--- config.mk ---
export PLATFORM = sky130hd
export DESIGN_NAME = mvcs_queue
export DESIGN_NICKNAME = d
export VERILOG_FILES = /design/src/hdl/mvcs_pkg.sv /design/src/hdl/mvcs_queue.sv
export SDC_FILE = /design/constraint.sdc
export NUM_CORES = 1
export LEC_CHECK = 0
export ABC_AREA = 1
export BUFFER_PORTS_ARGS = -buffer_cell sky130_fd_sc_hd__buf_2
export CORE_AREA = 2 2 123 125
export DETAILED_ROUTE_END_ITERATION = 16
export DIE_AREA = 0 0 125 127
export PLACE_DENSITY = 0.8
export SYNTH_ARGS = -nofsm -noshare
export SYNTH_HDL_FRONTEND = slang
export SYNTH_SLANG_ARGS = --single-unit
--- constraint.sdc ---
create_clock -name i_clk -period 6.9 [get_ports i_clk]
set_input_delay 0 -clock i_clk [delete_from_list [all_inputs] [get_ports i_clk]]
set_output_delay 0 -clock i_clk [all_outputs]
set_load 0.005 [all_outputs]
--- src/hdl/mvcs_pkg.sv ---
// Shared types and constants of the run statistics block.
package mvcs_pkg;

    localparam int SAMPLE_W = 16;
    localparam int COUNT_W  = 17;
    localparam int SUM_W    = 32;
    localparam int SUMSQ_W  = 47;
    localparam int MEAN_W   = 32;
    localparam int VAR_W    = 47;
    localparam int STD_W    = 32;
    localparam int CV_W     = 32;
    localparam int DIFF_W   = 63;
    localparam int NN_W     = 33;

    localparam int MAX_SAMPLES_DEF = 65536;

    // Shared divider: dividend, divisor and bit counter widths.
    localparam int DIV_DW = 80;
    localparam int DIV_VW = 34;
    localparam int DIV_CW = 7;

    // Square root: radicand, remainder and step counter widths.
    localparam int ROOT_RW = 64;
    localparam int ROOT_MW = 35;
    localparam int ROOT_CW = 5;

    localparam int TDATA_W = 160;

    localparam logic [CV_W-1:0] CV_POS_SAT = 32'h7FFF_FFFF;
    localparam logic [CV_W-1:0] CV_NEG_SAT = 32'h8000_0000;

    // One finished run as handed from the accumulator to the back end.
    typedef struct packed {
        logic [COUNT_W-1:0]        n;
        logic signed [SUM_W-1:0]   sum;
        logic [SUMSQ_W-1:0]        sumsq;
    } t_job;

    typedef enum logic [3:0] {
        ST_IDLE,
        ST_MUL_LO,
        ST_MUL_HI,
        ST_SQR,
        ST_MEAN,
        ST_VAR,
        ST_ROOT,
        ST_CV,
        ST_DONE
    } t_state;

endpackage

--- src/hdl/mvcs_queue.sv ---
// Two-entry job queue between the accumulator and the back end.
module mvcs_queue (
    input  logic           i_clk,
    input  logic           i_rst_n,
    input  logic           i_push,
    input  mvcs_pkg::t_job i_job,
    input  logic           i_pop,
    output mvcs_pkg::t_job o_job,
    output logic           o_empty,
    output logic           o_full
);
    import mvcs_pkg::*;

    t_job       r_mem [2];
    logic       r_wr, r_rd;
    logic [1:0] r_level;
    logic       w_push, w_pop;

    assign o_empty = r_level == 2'd0;
    assign o_full  = r_level == 2'd2;
    assign w_push  = i_push && !o_full;
    assign w_pop   = i_pop && !o_empty;
    assign o_job   = r_mem[r_rd];

    always_ff @(posedge i_clk) begin
        if (w_push) begin
            r_mem[r_wr] <= i_job;
        end
    end

    always_ff @(posedge i_clk) begin
        if (!i_rst_n) begin
            r_wr    <= 1'b0;
            r_rd    <= 1'b0;
            r_level <= 2'd0;
        end else begin
            if (w_push) r_wr <= !r_wr;
            if (w_pop) r_rd <= !r_rd;
            if (w_push && !w_pop) begin
                r_level <= r_level + 2'd1;
            end else if (w_pop && !w_push) begin
                r_level <= r_level - 2'd1;
            end
        end
    end

endmodule

After elaboration in Yosys (flattened, before gate mapping):

Memories as Yosys holds them, arrays and structs flattened. A register that Yosys moved wholly into a read port is not among the register bits.
Index checks and enable logic that the tools add are counted.

* register bits after elaboration: 4
* bits in writable memories: 192
* input port bits: 100
* output and inout bits: 98
* memories: 1

Memories
* r_mem: words 2, bits a word 96, read ports 1, clocked after Yosys merged registers in 1, wr ports 1, RTL line mvcs_queue.sv:14 `t_job r_mem [2];`

* $add $sub $neg: 2
* equality and inequality tests: 1
* multiplexer cells: 6
* reductions and logical operators: 12

Operator list (number)
* zero test 1 bit: 6
* logical AND 1 bit: 4
* 2-to-1 mux 1 bit: 4
* 2-to-1 mux 2 bit: 2
* adder 2 x 1 -> 2 bit (second input constant): 1
* == test 2 bit (second input constant): 1
* zero test 2 bit: 1
* nonzero test 2 bit: 1
* subtractor 2 x 1 -> 2 bit (second input constant): 1

Longest topological paths before layout:

Gate-level depths: netlist of run 1.

* word-level depth: 7
* mapped depth: 10

Worst setup path after synthesis of run 1:

Ideal clock, no wire load.

* path type: register to register
* from: reg r_level[0]
* to: mem r_mem[0][0] (netlist name), enable pin
* setup time: 0.552 ns
* arrival time: 4.538 ns
* data required time: 6.348 ns
* slack: 1.810 ns
* stages on the path, launching flop included: 3
* clock period less this slack: 5.090 ns
* path through: dfxtp_1 o21ai_0 nor2_1

* cells in the longest elaborated chain, start to end: 5

RTL lines
* from (decl): RTL line mvcs_queue.sv:16 `logic [1:0] r_level;`
* from (signal assigned): RTL line mvcs_queue.sv:40 `r_level <= r_level + 2'd1;`
* from (signal assigned): RTL line mvcs_queue.sv:42 `r_level <= r_level - 2'd1;`
* == test 2 bit: RTL line mvcs_queue.sv:20 `assign o_full = r_level == 2'd2;`
* zero test 1 bit: RTL line mvcs_queue.sv:21 `assign w_push = i_push && !o_full;`
* logical AND 1 bit: RTL line mvcs_queue.sv:21
* 2-to-1 mux 1 bit: RTL line mvcs_queue.sv:26 `if (w_push) begin`
* 2-to-1 mux 1 bit (not written as such): RTL line mvcs_queue.sv:27 `r_mem[r_wr] <= i_job;`
* to (decl): RTL line mvcs_queue.sv:14

Every way passes these cells.

==> results.cfg, run 1 <==
[clock_network]
clk_pin_slew_worst_paths_ns = 0.06
h-tree-depth = 4
numCtsBuffers = 17
cts_tree = built
insertion_delay_ns = 0.42
cts_setup_buffers = 0
cts.sinks = 197
clockBufferDepth = 2
clockRootBuffer = clkbuf_16

[job]
cap_viol_max_count = 0

[global_routing]
antenna_found_initial = 2
grt_overflow = 0
grt_pass1_wl_um = 21940
track_usage_pct = 18.12
grt_max_degree = 53
grt_pass1_vias = 4415

[power_and_ir_drop]
p_leak_nw = 3.901
peakVddDrop_v = 0.0002071
power_density_nw_per_um2 = 324.3

[die]
coreArea_sq_um = 14420
rows = 44
fp.dieH_um = 127
start_util_pct = 51.09
die_width_um = 125
dieArea_sq_um = 15880
ios = 198

[sta]
hold_viol = 0
fmax_mhz = 386.1
holdWs_ns = 0.2148
slew_headroom_pct = 44.73
worst_slack_ns = 4.310
finClkSkew_ns = 0.005852
setup_violations = 0
post-route-period-util_pct = 37.53
worstMarginPinSlew_ns = 0.8290
min_period_ns = 2.590
slew_violations = 0
rsz0062_at_grt = false
finalSetupTns_ns = 0

[route]
drt_wl_total_um = 14400
initialDrtViolationCount = 220
drtAntennaViolNets = 0
drc = 0
vias = 4128
dr.pass1.iters = 4
viasPerCell = 4.891
avgRoutedWirePerCell_um = 17.07

[yosys]
synthAdderAreaFrac_pct = 0.1698
synth_cell_types = 16
yosys_warnings = 0
synthSimpleGateAreaFrac_pct = 1.019
avgSynthCellArea_sq_um = 21.87
ys_seq_elements = 197
ys_seq_area_share_pct = 79.59
syn_nets = 438
synth_compound_area_share_pct = 0.2716
synthXorXnorAreaFrac_pct = 0
synth_top_family_by_area = multiplexers
synth_mux_area_share_pct = 16.71
synth_cells = 337
syn_area_sq_um = 7370

[setup_path]
worst-setup-path-type = reg2out
cp_slowest_cell = dfxtp_4
arrival_ns = 2.59
crit_required_ns = 6.90
start_kind = register
worstPathMaxFanout = 52
critPathTopFamily = buffers and inverters
cpPeakStageDelay_ns = 0.80
cp-end-kind = output pin
cp_cell_sequence = buf_4, mux2_2, buf_2
critPathBufInv = 2

[placement]
place_congestion = 0.7297
dp_hpwl_um = 8487
dp_slack_ns = 4.394
portBuffers = 197

[cells_and_area]
nets = 746
seq_area_sq_um = 5869
nFillCells = 916
multi_input_area_sq_um = 1354
syn_to_final_growth_pct = 36.89
drive_gt1_share_pct = 50.15

[worst_hold_path]
hold_path.class = in2reg

[status]
outcome = completed
[Yosys cell counts]
master	n	share of area [%]
buf_6	1	0.15
a21oi_1	1	0.068
ha_1	1	0.17
nand3_1	1	0.068
buf_8	1	0.20
nor2_1	11	0.56
nand4_1	1	0.085
buf_2	5	0.34
buf_12	4	1.1
inv_1	9	0.46
dfxtp_1	5	1.4
edfxtp_1	192	78
nand2_1	6	0.31
mux2_4	40	8.1
o21ai_0	3	0.20
mux2_2	56	8.6
[through the flow]
stage                     std cells  util (%)  power (mW)  instance area, sq um
final                           844     69.94       3.272                 10090
after global routing            843     69.93       3.418                 10090
after detailed placement        712     59.00       2.286                  8511
after floorplan                 337         -       2.049                  7370
after CTS                       842     69.91       3.304                 10080
after global placement          712     59.00       2.257                  8511
[worst reg2reg max path: cells and delay by family (launching register included)]
family	cells	cell delay [ns]
buffers and inverters	2	1.20
flip-flops	1	0.41
AO/OA/AOI/OAI	1	0.32
AND/OR/NAND/NOR	1	0.15
[path summary, 6_finish.rpt]
| kind | start | endpoint | slack, ns | cells after the start |
|---|---|---|---|---|
| setup / recovery | register | o_job[41] | 4.31 | 3 |
| hold / removal | i_push | r_wr | 0.21 | 4 |
| setup reg to reg | r_level[0] | r_mem[0][38] | 4.43 | 4 |
| hold reg to reg | r_rd | register | 0.51 | 2 |
[power breakdown]
group	internal (mW)	switching, mW
sequential	1.51	0.0747
clock	0.570	0.402
combinational	0.387	0.324
[cells in the final DEF, fill, tap and decap left out]
cell type / instances
mux2_4: 40
dfxtp_1: 4
buf_2: 197
dfxtp_4: 1
nand2_1: 6
ha_1: 1
buf_4: 5
nand4_1: 1
inv_1: 9
o21ai_0: 3
nor2_4: 2
clkinvlp_4: 5
clkbuf_1: 3
mux2_2: 56
a21oi_1: 1
nand3_1: 1
bufinv_16: 3
clkinv_4: 1
clkbuf_16: 17
edfxtp_1: 192
nor2_1: 9
inv_6: 1
dlygate4sd3_1: 98
clkinv_2: 2
diode_2: 2
[flip-flops by register name, summed over array words and instances (netlist names), named ones only]
| name | flops |
|---|---|
| r_level | 2 |
| r_mem | 192 |
| r_rd | 1 |
| r_wr | 1 |
[repair_timing]
| action | 4_1_cts | 5_1_grt |
|---|---|---|
| resized for setup | 0 | 0 |
| hold buffers | 98 | 0 |
| hold endpoints to repair | 197 | 0 |
[cell families after synthesis]
group           Yosys count
compound gates            4
flops                   197
mux                      96
fa+ha+maj                 1
buf+inv                  20
simple gates             19
[final cells by class]
class,instances,share of cell area [%]
Sequential cell,197,58.18
Timing Repair Buffer,300,19.87
Multi-Input combinational cell,120,13.42
Clock buffer,20,4.328
Tap cell,184,2.282
Clock inverter,12,1.538
Inverter,9,0.3349
Antenna cell,2,0.04961
[layer usage]
metal	global-route usage, %	part of all wire, %	wire [um]	vias up
li1	-	-	-	1933
met3	5.821	7.4	1061	20
met1	20.15	38	5503	2024
met4	6.471	1.8	262	0
met2	32.86	53	7577	151
met5	0	0	0	-
Note: power is estimated with default switching activity, not from simulation.
==> run 2, diff against run 1 <==
==> constraint.sdc (replaced) <==
create_clock -name i_clk -period 2.7 [get_ports i_clk]
set_input_delay 0 -clock i_clk [delete_from_list [all_inputs] [get_ports i_clk]]
set_output_delay 0 -clock i_clk [all_outputs]
set_load 0.005 [all_outputs]
==> run 2 against run 1 <==
Net effect:
- global-route usage up 0.62 points
- sequential share of layout area decreased by 0.24 points
- hold slack better by 0.062 ns
- utilization up 0.30 points
- clock skew grew 0.0043 ns
- power grew to 2.6 times the previous value
- critical endpoint is now r_level[1]
- first-iteration DRC count grew 15%
- sequential cell count unchanged
- largest cell class unchanged
- via count rose by 1.0%
- register-to-register slack lost 3.8 ns
- sequential power increased to 2.5 times the previous value
- setup slack got worse by 3.7 ns
==> results.cfg, run 2 (same netlist as run 1, synthesis figures left out) <==
[cells_and_area]
final_cells = 844
largest-register = r_mem
nFillCells = 914
fin_area_sq_um = 10130
diodes = 0
drive_gt1_share_pct = 50.15
largest_register_ffs = 192
syn_to_final_growth_pct = 37.47
layout_common_cells = buf_2 (197), edfxtp_1 (192), dlygate4sd3_1 (98), mux2_2 (56), mux2_4 (40)
top_regs = r_mem (192), r_level (2)
finish.utilization_pct = 70.24
nets = 748
layout_commonest_cell = buf_2

[clock_network]
insertion_delay_ns = 0.42
clockRootBuffer = clkbuf_16
cts_setup_buffers = 0
hold_buffers = 98
clk_pin_slew_worst_paths_ns = 0.06
cts_tree = built
clockBufferDepth = 2
cts.sinks = 197
cts_resized = 0
h-tree-depth = 4
numCtsBuffers = 17

[die]
coreArea_sq_um = 14420
ios = 198
die_width_um = 125
start_util_pct = 51.09
fp.dieH_um = 127
dieArea_sq_um = 15880
rows = 44

[global_routing]
grt_pass1_vias = 4593
grt_max_degree = 74
grt_overflow = 0
antenna_found_initial = 0
grt_pass1_wl_um = 22750
track_usage_pct = 18.74

[power_and_ir_drop]
p_switching_mw = 2.087
peakVddDrop_v = 0.0004830
p_leak_nw = 3.932
p_int_mw = 6.338
power_density_nw_per_um2 = 831.6
power_mw = 8.425
seq_power_share_pct = 47.8
clock_power_share_pct = 29.7
combPwrFrac_pct = 22.5
p_sw_share_pct = 24.77

[setup_path]
worst-setup-path-type = reg2reg
crit_required_ns = 3.05
cp-end-kind = register
cpPeakStageDelay_ns = 0.66
cp_slowest_cell = o21ai_0
crit_top_cell = inv_1
arrival_ns = 2.46
cp_cell_sequence = inv_1, o21ai_0, inv_1, ha_1, inv_1, nand3_1, nand2_1, inv_1, nor2_1
worstPathMaxFanout = 4
start_kind = register

[route]
viasPerCell = 4.941
avgRoutedWirePerCell_um = 17.28
vias = 4170
drt_wl_total_um = 14580
drtAntennaViolNets = 0
dr.pass1.iters = 4
drc = 0
initialDrtViolationCount = 254

[placement]
postPlaceCellArea_sq_um = 8563
dp_hpwl_um = 8508
place_congestion = 0.6909
dp.cells = 714
dp_slack_ns = 0.6632
portBuffers = 197

[sta]
min_period_ns = 2.111
post-route-period-util_pct = 78.17
holdWs_ns = 0.2769
hold_viol = 0
fmax_mhz = 473.8
setup_violations = 0
slew_headroom_pct = 43.71
worst_slack_ns = 0.5893
slew_violations = 0
finClkSkew_ns = 0.01013
finalSetupTns_ns = 0
worstMarginPinSlew_ns = 0.8355
rsz0062_at_grt = false

[worst_hold_path]
hold_path.class = in2reg

[job]
cap_viol_max_count = 0

[status]
outcome = completed
run 2: path summary, 6_finish.rpt:
kind	from	slack, ns	end	cells past startpoint
min reg2reg	r_rd	0.51	register	2
max reg2reg	r_level[1]	0.59	r_level[1]	9
max	r_level[1]	0.59	r_level[1]	9
min	i_push	0.28	r_wr	4
run 2: layer usage:
layer  wire length, um  share of wire, %  vias to the layer above  track usage (%)
li1                  -                 -                     1934                -
met1              5508                38                     2023            20.72
met2              7662                53                      174            32.99
met3               990               6.8                       39            6.072
met4               422               2.9                        0            8.889
met5                 0                 0                        -                0
run 2: area by class of cell:
type | instances | area (sq um) | share of cell area, %
Inverter | 9 | 33.78 | 0.3335
Timing Repair Buffer | 302 | 2057 | 20.30
Clock buffer | 18 | 429.2 | 4.236
Sequential cell | 197 | 5869 | 57.93
Tap cell | 184 | 230.2 | 2.272
Clock inverter | 14 | 157.7 | 1.556
Multi-Input combinational cell | 120 | 1354 | 13.36
run 2: power by group through the flow:
stage | clock, mW | combinational [mW] | sequential (mW)
finish | 2.50 | 1.90 | 4.02
global route | 2.68 | 2.06 | 4.06
CTS | 2.54 | 1.91 | 4.02
detailed placement | 0 | 1.79 | 4.09
global placement | 0 | 1.75 | 4.06
floorplan | 0 | 1.17 | 4.03
run 2: critical path, delay by kind of cell (launching register included):
kind	cells	cell delay, ns
buffers and inverters	4	0.40
flip-flops	1	0.36
adder cells (fa/ha/maj)	1	0.38
AO/OA/AOI/OAI	1	0.66
AND/OR/NAND/NOR	3	0.25
