### config.mk
export PLATFORM = sky130hd
export DESIGN_NAME = mvcs_front
export DESIGN_NICKNAME = d
export VERILOG_FILES = /design/src/hdl/mvcs_pkg.sv /design/src/hdl/mvcs_front.sv
export SDC_FILE = /design/constraint.sdc
export NUM_CORES = 1
export LEC_CHECK = 0
export ABC_AREA = 1
export BUFFER_PORTS_ARGS = -buffer_cell sky130_fd_sc_hd__buf_2
export CORE_ASPECT_RATIO = 1.4
export CORE_MARGIN = 2
export CORE_UTILIZATION = 59
export CTS_CLUSTER_DIAMETER = 80
export CTS_CLUSTER_SIZE = 40
export DETAILED_ROUTE_END_ITERATION = 16
export PLACE_DENSITY = 0.82
export SETUP_SLACK_MARGIN = 0.2
export SYNTH_ARGS = -nofsm -noshare
export SYNTH_HDL_FRONTEND = slang
export SYNTH_SLANG_ARGS = --single-unit
### constraint.sdc
create_clock -name i_clk -period 12.42 [get_ports i_clk]
set_input_delay 1.863 -clock i_clk [delete_from_list [all_inputs] [get_ports i_clk]]
set_output_delay 1.863 -clock i_clk [all_outputs]
set_load 0.02 [all_outputs]
### src/hdl/mvcs_pkg.sv
// Shared types and constants of the run statistics block.
package mvcs_pkg;

    localparam int SAMPLE_W = 16;
    localparam int COUNT_W  = 17;
    localparam int SUM_W    = 32;
    localparam int SUMSQ_W  = 47;
    localparam int MEAN_W   = 32;
    localparam int VAR_W    = 47;
    localparam int STD_W    = 32;
    localparam int CV_W     = 32;
    localparam int DIFF_W   = 63;
    localparam int NN_W     = 33;

    localparam int MAX_SAMPLES_DEF = 65536;

    // Shared divider: dividend, divisor and bit counter widths.
    localparam int DIV_DW = 80;
    localparam int DIV_VW = 34;
    localparam int DIV_CW = 7;

    // Square root: radicand, remainder and step counter widths.
    localparam int ROOT_RW = 64;
    localparam int ROOT_MW = 35;
    localparam int ROOT_CW = 5;

    localparam int TDATA_W = 160;

    localparam logic [CV_W-1:0] CV_POS_SAT = 32'h7FFF_FFFF;
    localparam logic [CV_W-1:0] CV_NEG_SAT = 32'h8000_0000;

    // One finished run as handed from the accumulator to the back end.
    typedef struct packed {
        logic [COUNT_W-1:0]        n;
        logic signed [SUM_W-1:0]   sum;
        logic [SUMSQ_W-1:0]        sumsq;
    } t_job;

    typedef enum logic [3:0] {
        ST_IDLE,
        ST_MUL_LO,
        ST_MUL_HI,
        ST_SQR,
        ST_MEAN,
        ST_VAR,
        ST_ROOT,
        ST_CV,
        ST_DONE
    } t_state;

endpackage

### src/hdl/mvcs_front.sv
// Front end: accumulates count, sum and sum of squares and emits one job per run.
module mvcs_front #(
    parameter int MAX_SAMPLES = mvcs_pkg::MAX_SAMPLES_DEF
) (
    input  logic                                i_clk,
    input  logic                                i_rst_n,
    input  logic                                i_valid,
    output logic                                o_ready,
    input  logic signed [mvcs_pkg::SAMPLE_W-1:0] i_sample,
    input  logic                                i_last,
    input  logic                                i_full,
    output logic                                o_push,
    output mvcs_pkg::t_job                      o_job
);
    import mvcs_pkg::*;

    logic [COUNT_W-1:0]       r_cnt, n_cnt;
    logic signed [SUM_W-1:0]  r_sum, n_sum;
    logic [SUMSQ_W-1:0]       r_sumsq, n_sumsq;
    logic signed [2*SAMPLE_W-1:0] w_sq;
    logic w_acc;
    logic w_take;

    assign o_ready = !i_full;
    assign w_take  = i_valid && !i_full;
    assign w_sq    = i_sample * i_sample;
    assign w_acc   = r_cnt < COUNT_W'(MAX_SAMPLES);

    always_comb begin
        n_cnt   = r_cnt;
        n_sum   = r_sum;
        n_sumsq = r_sumsq;
        if (w_acc) begin
            n_cnt   = r_cnt + COUNT_W'(1);
            n_sum   = r_sum + SUM_W'(i_sample);
            n_sumsq = r_sumsq + SUMSQ_W'($unsigned(w_sq));
        end
    end

    assign o_push      = w_take && i_last;
    assign o_job.n     = n_cnt;
    assign o_job.sum   = n_sum;
    assign o_job.sumsq = n_sumsq;

    always_ff @(posedge i_clk) begin
        if (!i_rst_n) begin
            r_cnt   <= '0;
            r_sum   <= '0;
            r_sumsq <= '0;
        end else if (w_take) begin
            if (i_last) begin
                r_cnt   <= '0;
                r_sum   <= '0;
                r_sumsq <= '0;
            end else begin
                r_cnt   <= n_cnt;
                r_sum   <= n_sum;
                r_sumsq <= n_sumsq;
            end
        end
    end

endmodule

; After elaboration in Yosys (flattened, before gate mapping)
; Cells that the tools add are included.
[word_totals]
reg_bits = 96
inputBits = 21
output_inout_bits = 98
elab_cells = 17
[op_classes]
addsub = 3
multipliers = 1
order_cmp = 1
muxes = 6
reduce_logical = 3
[ops]
columns = cell, n
row1 = two-way mux 47 bit, 2
row2 = two-way mux 32 bit, 2
row3 = adder 47 x 32 -> 47 bit, 1
row4 = two-way mux 17 bit, 2
row5 = adder 32 x 16 -> 32 bit, 1
row6 = multiplier 16 x 16 -> 32 bit, 1
row7 = adder 17 x 1 -> 17 bit (second input constant), 1
row8 = less-than comparator 17 bit (second input constant), 1
row9 = logical AND 1 bit, 2
row10 = zero test 1 bit, 1

; Depth between registers and ports, before layout
; Gate-level depths: netlist (run 1).
[depth]
word_depth = 4
mapped_depth = 41
ltp_nobuf = 40

; Worst setup path before layout (run 1)
; No wires, ideal clock.
[synth_path]
kind = input-to-output
startpoint = input port i_sample[1] in the netlist's numbering
endpoint = output port o_job[43] in the netlist's numbering
arrival_time_ps = 8459
required_ps = 10557
path_slack_ps = 2098
path_stages = 31
n_path_buf = 2
cell_sequence = clkbuf_1 clkbuf_1 nand2_1 inv_1 fa_1 inv_1 fa_1 inv_1 fa_1 fa_1 fa_1 fa_1 ha_1 nand2_1 nor3_1 nand3_1 nand3_1 a21o_1 nand2_1 nand3b_1 nand2_1 ha_1 nand2_1 nor2_1 inv_2 nor3_2 nand3_1 nand3_2 nand3_1 nand2_1 and2_1
[synth_lines]
columns = element, line_no
row1 = from (decl), mvcs_front.sv:9  ; input logic signed [mvcs_pkg::SAMPLE_W-1:0] i_sample,
row2 = to (decl), mvcs_front.sv:13  ; output mvcs_pkg::t_job o_job

==> results of run 1 <==
[layer usage]
layer | up-vias | share of wire [%] | GRT usage [%]
met5 | - | 0 | 0
met4 | 0 | 4.8 | 15.9
met3 | 176 | 5.2 | 4.44
met2 | 526 | 51 | 61.1
met1 | 8492 | 39 | 38.6
li1 | 8865 | - | -
[cells in the mapped netlist, drive strengths merged, types with 9 or more instances]
master    n  area share [%]
nand2   872              17
inv     662              13
fa      239              25
a21oi   193             5.1
nor2    174             3.5
nand3   160             4.4
ha      154              10
dfxtp    96              10
o21ai    68             1.8
clkbuf   65             1.3
xor2     39             1.9
or2      32             1.0
xnor2    26             1.2
nor3     21            0.71
buf      16            0.44
nand4    15            0.49
and2     14            0.46
o21bai   12            0.47
nand3b   11            0.43
a21o      9            0.35
[worst max-delay path: cells and delay by family]
| family | cells | cell delay [ns] |
|---|---|---|
| XOR/XNOR | 1 | 0.39 |
| adder cells (fa/ha/maj) | 8 | 3.57 |
| buffers and inverters | 6 | 1.20 |
| AND/OR/NAND/NOR | 18 | 2.63 |
[cell type report]
class                   count  area, um2  area share, %
diodes                      1       2.50         0.0123
clock buffers              13        270           1.33
clock inverters             3       23.8          0.117
inverters                 665       2500           12.3
multi-input cells        2070      14400           71.1
flip-flops and latches     96       1920           9.47
well taps                 400        500           2.47
repair buffers            126        651           3.20
[per-stage QoR]
step / utilization [%] / area (um2) / instances / hold slack [ns] / setup slack (ns)
floorplan: - / 19200 / 2912 / 0.453 / 2.10
global placement: 62.1 / 20000 / 3357 / 0.462 / 0.964
detailed placement: 62.1 / 20000 / 3357 / 0.471 / 0.995
CTS: 63.0 / 20300 / 3373 / 0.482 / 0.926
global route: 63.0 / 20300 / 3374 / 0.507 / 0.492
finish: 63.0 / 20300 / 3374 / 0.477 / 0.869
[cells by family after synthesis]
group,Yosys count,share of synthesized area [%]
muxes,3,0.157
buffers and inverters,746,14.7
DFF,96,10.0
xor gates and xnor gates,65,3.09
and+or+nand+nor,1304,28.4
adders and majority gates,393,35.0
AOI/OAI and AO/OA,305,8.55
[worst min-delay path by stage]
stage                startpoint     endpoint  depth (start not counted)
detailed placement  r_sumsq[46]  r_sumsq[46]                          2
CTS                 r_sumsq[46]  r_sumsq[46]                          2
global placement    r_sumsq[46]  r_sumsq[46]                          2
finish              r_sumsq[46]  r_sumsq[46]                          2
floorplan           r_sumsq[46]  r_sumsq[46]                          2
global route        r_sumsq[45]  r_sumsq[45]                          2
[cell usage in the layout (no fill, tap or decap), types with 8 or more instances in the layout]
master	synthesis	final
nand4_1	15	15
inv_1	657	657
dfxtp_1	96	96
o21ai_0	59	59
and2_1	14	14
or2_2	30	30
o21bai_1	12	12
fa_1	239	239
nand3_1	153	153
ha_1	154	154
xor2_1	37	37
buf_2	10	118
nor3_1	15	15
nand3b_1	11	11
a21o_1	9	9
o21ai_1	9	9
nor2_1	168	167
xnor2_1	25	25
buf_4	1	8
nand2_1	865	864
a21oi_1	191	191
clkbuf_16	0	9
[state kept, by name, indices dropped and copies added, names as in the netlist]
register,cells
r_sumsq,47
r_sum,32
r_cnt,17
==> results.yml, run 1 <==
run_status:
  status: "completed"
die:
  die_x_um: 156
  coreArea_mm2: 0.0322
  ios: 119
  die_h_um: 217
  die_area_mm2: 0.0340
  rows: 78
  start_util_pct: 59.5
clock_network:
  cts_root_buffer: "clkbuf_16"
  numCtsBuffers: 9
  cts_sinks: 96
  clk_pin_slew_ns: 0.07
  hold_buffers: 0
  cts_setup_buffers: 0
  cts_tree: "built"
  htree_levels: 3
  clockBufferDepth: 2
  insertion_delay_ns: 0.39
  cts-resized-gates: 0
logic_synthesis:
  yosys_warnings: 0
  synth_cells: 2912
  avgSynthCellArea_um2: 6.58
  synth_edf_count: 0
  syn-num-nets: 3326
  synth_cell_types: 52
  ys_ff_latch: 96
  async_flop_share_pct: 0
  synth_flop_cell: "dfxtp_1"
  synth_seq_area_share_pct: 10.0
  syn-cell-area_mm2: 0.0192
finish:
  area_delta_synth_final_pct: 5.93
  nets: 3382
  drive_gt1_share_pct: 7.13
  nFillCells: 3027
placement:
  gp_congestion: 0.960
  io_buffers: 118
  place_hpwl_um: 45700
setup_path:
  critPathArrivalTime_ns: 9.69
  cp-startpoint: "i_sample[15]"
  worstRegToRegCells: 14
  r2r_slack_ns: 9.90
  worstPathRequired_ns: 10.56
  r2r_end: "r_sumsq[32]"
  r2r_start: "r_sumsq[0]"
  end_kind: "output port"
  cpPeakStageDelay_ns: 0.52
  critPathKind: "in -> out"
  path_common_cell: "nand2_1"
  critPathSlowestCell: "clkinv_1"
  start_kind: "primary input"
  critical_path.max_fanout: 16
  cp-endpoint: "o_job[46]"
timing:
  tns_ns: 0
  finClkSkew_ns: 0.0110
  finalHoldViolations: 0
  slew-limit-headroom_pct: 27.3
  finalSetupViolCount: 0
  fmax_mhz: 86.6
  period_minus_slack_ns: 11.55
  rsz0062_at_grt: "no"
  worst_pin_slew_ns: 1.09
  slew_violations: 0
  period_share_pct: 93.0
routing:
  drt-initial-drc-count: 1153
  via_count: 18100
  wl_per_cell_um: 16.3
  drtAntennaViolNets: 0
  first_pass_iters: 5
  post-route-drc-count: 0
  drt-total-wl_um: 55100
  viasPerCell: 5.35
flow_run:
  max_cap_viol_count: 0
hold_path:
  hold_path.class: "reg -> reg"
grt:
  grt_usage_pct: 33.6
  grt_start_max_net_pins: 99
  overflow: 0
  antenna_found_initial: 1
  grt_pass1_vias: 18600
  grt_pass1_wl_um: 90400
Power of run 1 is not shown: default switching activity piles up to over one toggle a cycle in this logic, so the estimate is an artifact.
==> run 2: changes to the inputs <==
Settings changed: CORE_UTILIZATION 59 to 58, CTS_CLUSTER_DIAMETER 80 to unset, PLACE_DENSITY 0.82 to 0.84.
Clock period 12.42 ns to 9.3 ns, I/O delays scaled along.
==> run 2 against run 1 <==
- the run now ends with setup timing left
- non-clock buffer count up 340
- worst setup slack worse by 1.9 ns
- sequential share of layout area decreased by 2.1 points
- via count rose by 24%
- largest cell class unchanged
==> results.yml, run 2 (synthesized netlist as in run 1, its figures left out) <==
setup_path:
  worstRegToRegCells: 30
  critical_path.max_fanout: 9
  r2r_start: "r_sumsq[21]"
  r2r_slack_ns: 5.34
  critPathKind: "in -> out"
  cpPeakStageDelay_ns: 0.79
  r2r_end: "r_sumsq[39]"
  critPathArrivalTime_ns: 8.97
  worstPathRequired_ns: 7.91
  end_kind: "output port"
  critPathSlowestCell: "fa_1"
  start_kind: "primary input"
  path_common_cell: "fa_1"
clock_network:
  htree_levels: 3
  clockBufferDepth: 2
  cts_tree: "built"
  hold_buffers: 0
  clk_pin_slew_ns: 0.07
  insertion_delay_ns: 0.38
  numCtsBuffers: 9
  cts_sinks: 96
  cts_root_buffer: "clkbuf_16"
timing:
  finalSetupViolCount: 35
  rsz0062_at_grt: "yes"
  period_share_pct: 111
  finalHoldViolations: 0
  fmax_mhz: 96.5
  setup_ws_ns: -1.06
  worst_pin_slew_ns: 1.11
  finClkSkew_ns: 0.00711
  period_minus_slack_ns: 10.36
  slew_violations: 0
  holdWs_ns: 0.484
  slew-limit-headroom_pct: 26.1
finish:
  largestRegisters: "r_sumsq: 47 flops, r_sum: 32 flops, r_cnt: 17 flops"
  final_common_cell: "nand2_1"
  largest_reg_flops: 47
  nets: 3722
  instances_no_fill: 3754
  nFillCells: 1929
  regMostFlops: "r_sumsq"
  mostFrequentLayoutCells: "nand2_1 (671), inv_1 (602), buf_4 (286), fa_1 (221), nand2_2 (151)"
  area_delta_synth_final_pct: 35.9
  drive_gt1_share_pct: 31.5
run_status:
  status: "finished with violations"
  violations: "setup timing"
flow_run:
  max_cap_viol_count: 0
routing:
  viasPerCell: 5.97
  wl_per_cell_um: 20.9
  drt-initial-drc-count: 2370
  first_pass_iters: 10
  via_count: 22400
  drtAntennaViolNets: 0
  post-route-drc-count: 0
  drt-total-wl_um: 78600
grt:
  antenna_found_initial: 2
  grt_pass1_vias: 21400
  grt_usage_pct: 37.2
  overflow: 0
  grt_pass1_wl_um: 102000
  grt_start_max_net_pins: 100
die:
  rows: 78
  ios: 119
  die_h_um: 219
  die_area_mm2: 0.0345
  coreArea_mm2: 0.0325
  start_util_pct: 59.0
  die_x_um: 158
placement:
  gp_congestion: 0.966
  dp_slack_ns: -0.662
  placed_cells: 3637
  io_buffers: 118
  place_hpwl_um: 47400
hold_path:
  hold_path_depth: 2
  holdPathEnd: "r_sum[23]"
  hold_path.class: "reg -> reg"
  min-delay-start: "r_sum[23]"
[run 2: final cells by class]
type	instances	area, um2	area share, %
multi-input cells	2070	16900	64.9
flip-flops and latches	96	1920	7.38
diodes	1	2.50	0.00961
well taps	440	551	2.11
repair buffers	466	3850	14.8
clock inverters	6	67.6	0.259
clock buffers	10	229	0.879
inverters	665	2520	9.66
[run 2: worst max path at each step]
stage | depth (start not counted) | startpoint | endpoint
2_1_floorplan | 32 | i_sample[5] | o_job[43]
3_3_place_gp | 32 | i_sample[2] | o_job[33]
3_5_place_dp | 33 | i_sample[2] | o_job[33]
4_1_cts | 39 | i_sample[10] | o_job[38]
5_1_grt | 37 | i_sample[6] | o_job[46]
6_report | 34 | i_sample[15] | o_job[38]
[run 2: critical path, delay by kind of cell]
kind,cells,cell delay [ns]
AO/OA/AOI/OAI,1,0.23
XOR/XNOR,1,0.20
adder cells (fa/ha/maj),8,3.86
buffers and inverters,10,1.34
AND/OR/NAND/NOR,14,1.95
[run 2: per-layer routing]
layer  global-route usage [%]  routed length [um]  vias up
met5                        0                  26        -
met4                     25.5                8920        4
met3                     6.50                8570      785
met2                     66.4               36600     1641
met1                     39.6               24500    10400
li1                         -                   -     9572
[run 2: through the flow]
stage / instance area [um2] / util, % / TNS, ns
6_report: 26100 / 80.2 / -30.17
5_1_grt: 26100 / 80.2 / -38.09
4_1_cts: 24400 / 75.1 / -1.41
3_5_place_dp: 21900 / 67.4 / -15.39
3_3_place_gp: 21900 / 67.4 / -12.14
2_1_floorplan: 19200 / - / 0
[run 2: what timing repair did]
item                                    in CTS  in global routing
pin swaps                                  162                218
gates cloned                                 0                  1
buffers inserted                            49                 50
endpoints found under the setup margin      36                 39
gates resized for setup                    480                326
Power of run 2 is left out for the same reason.
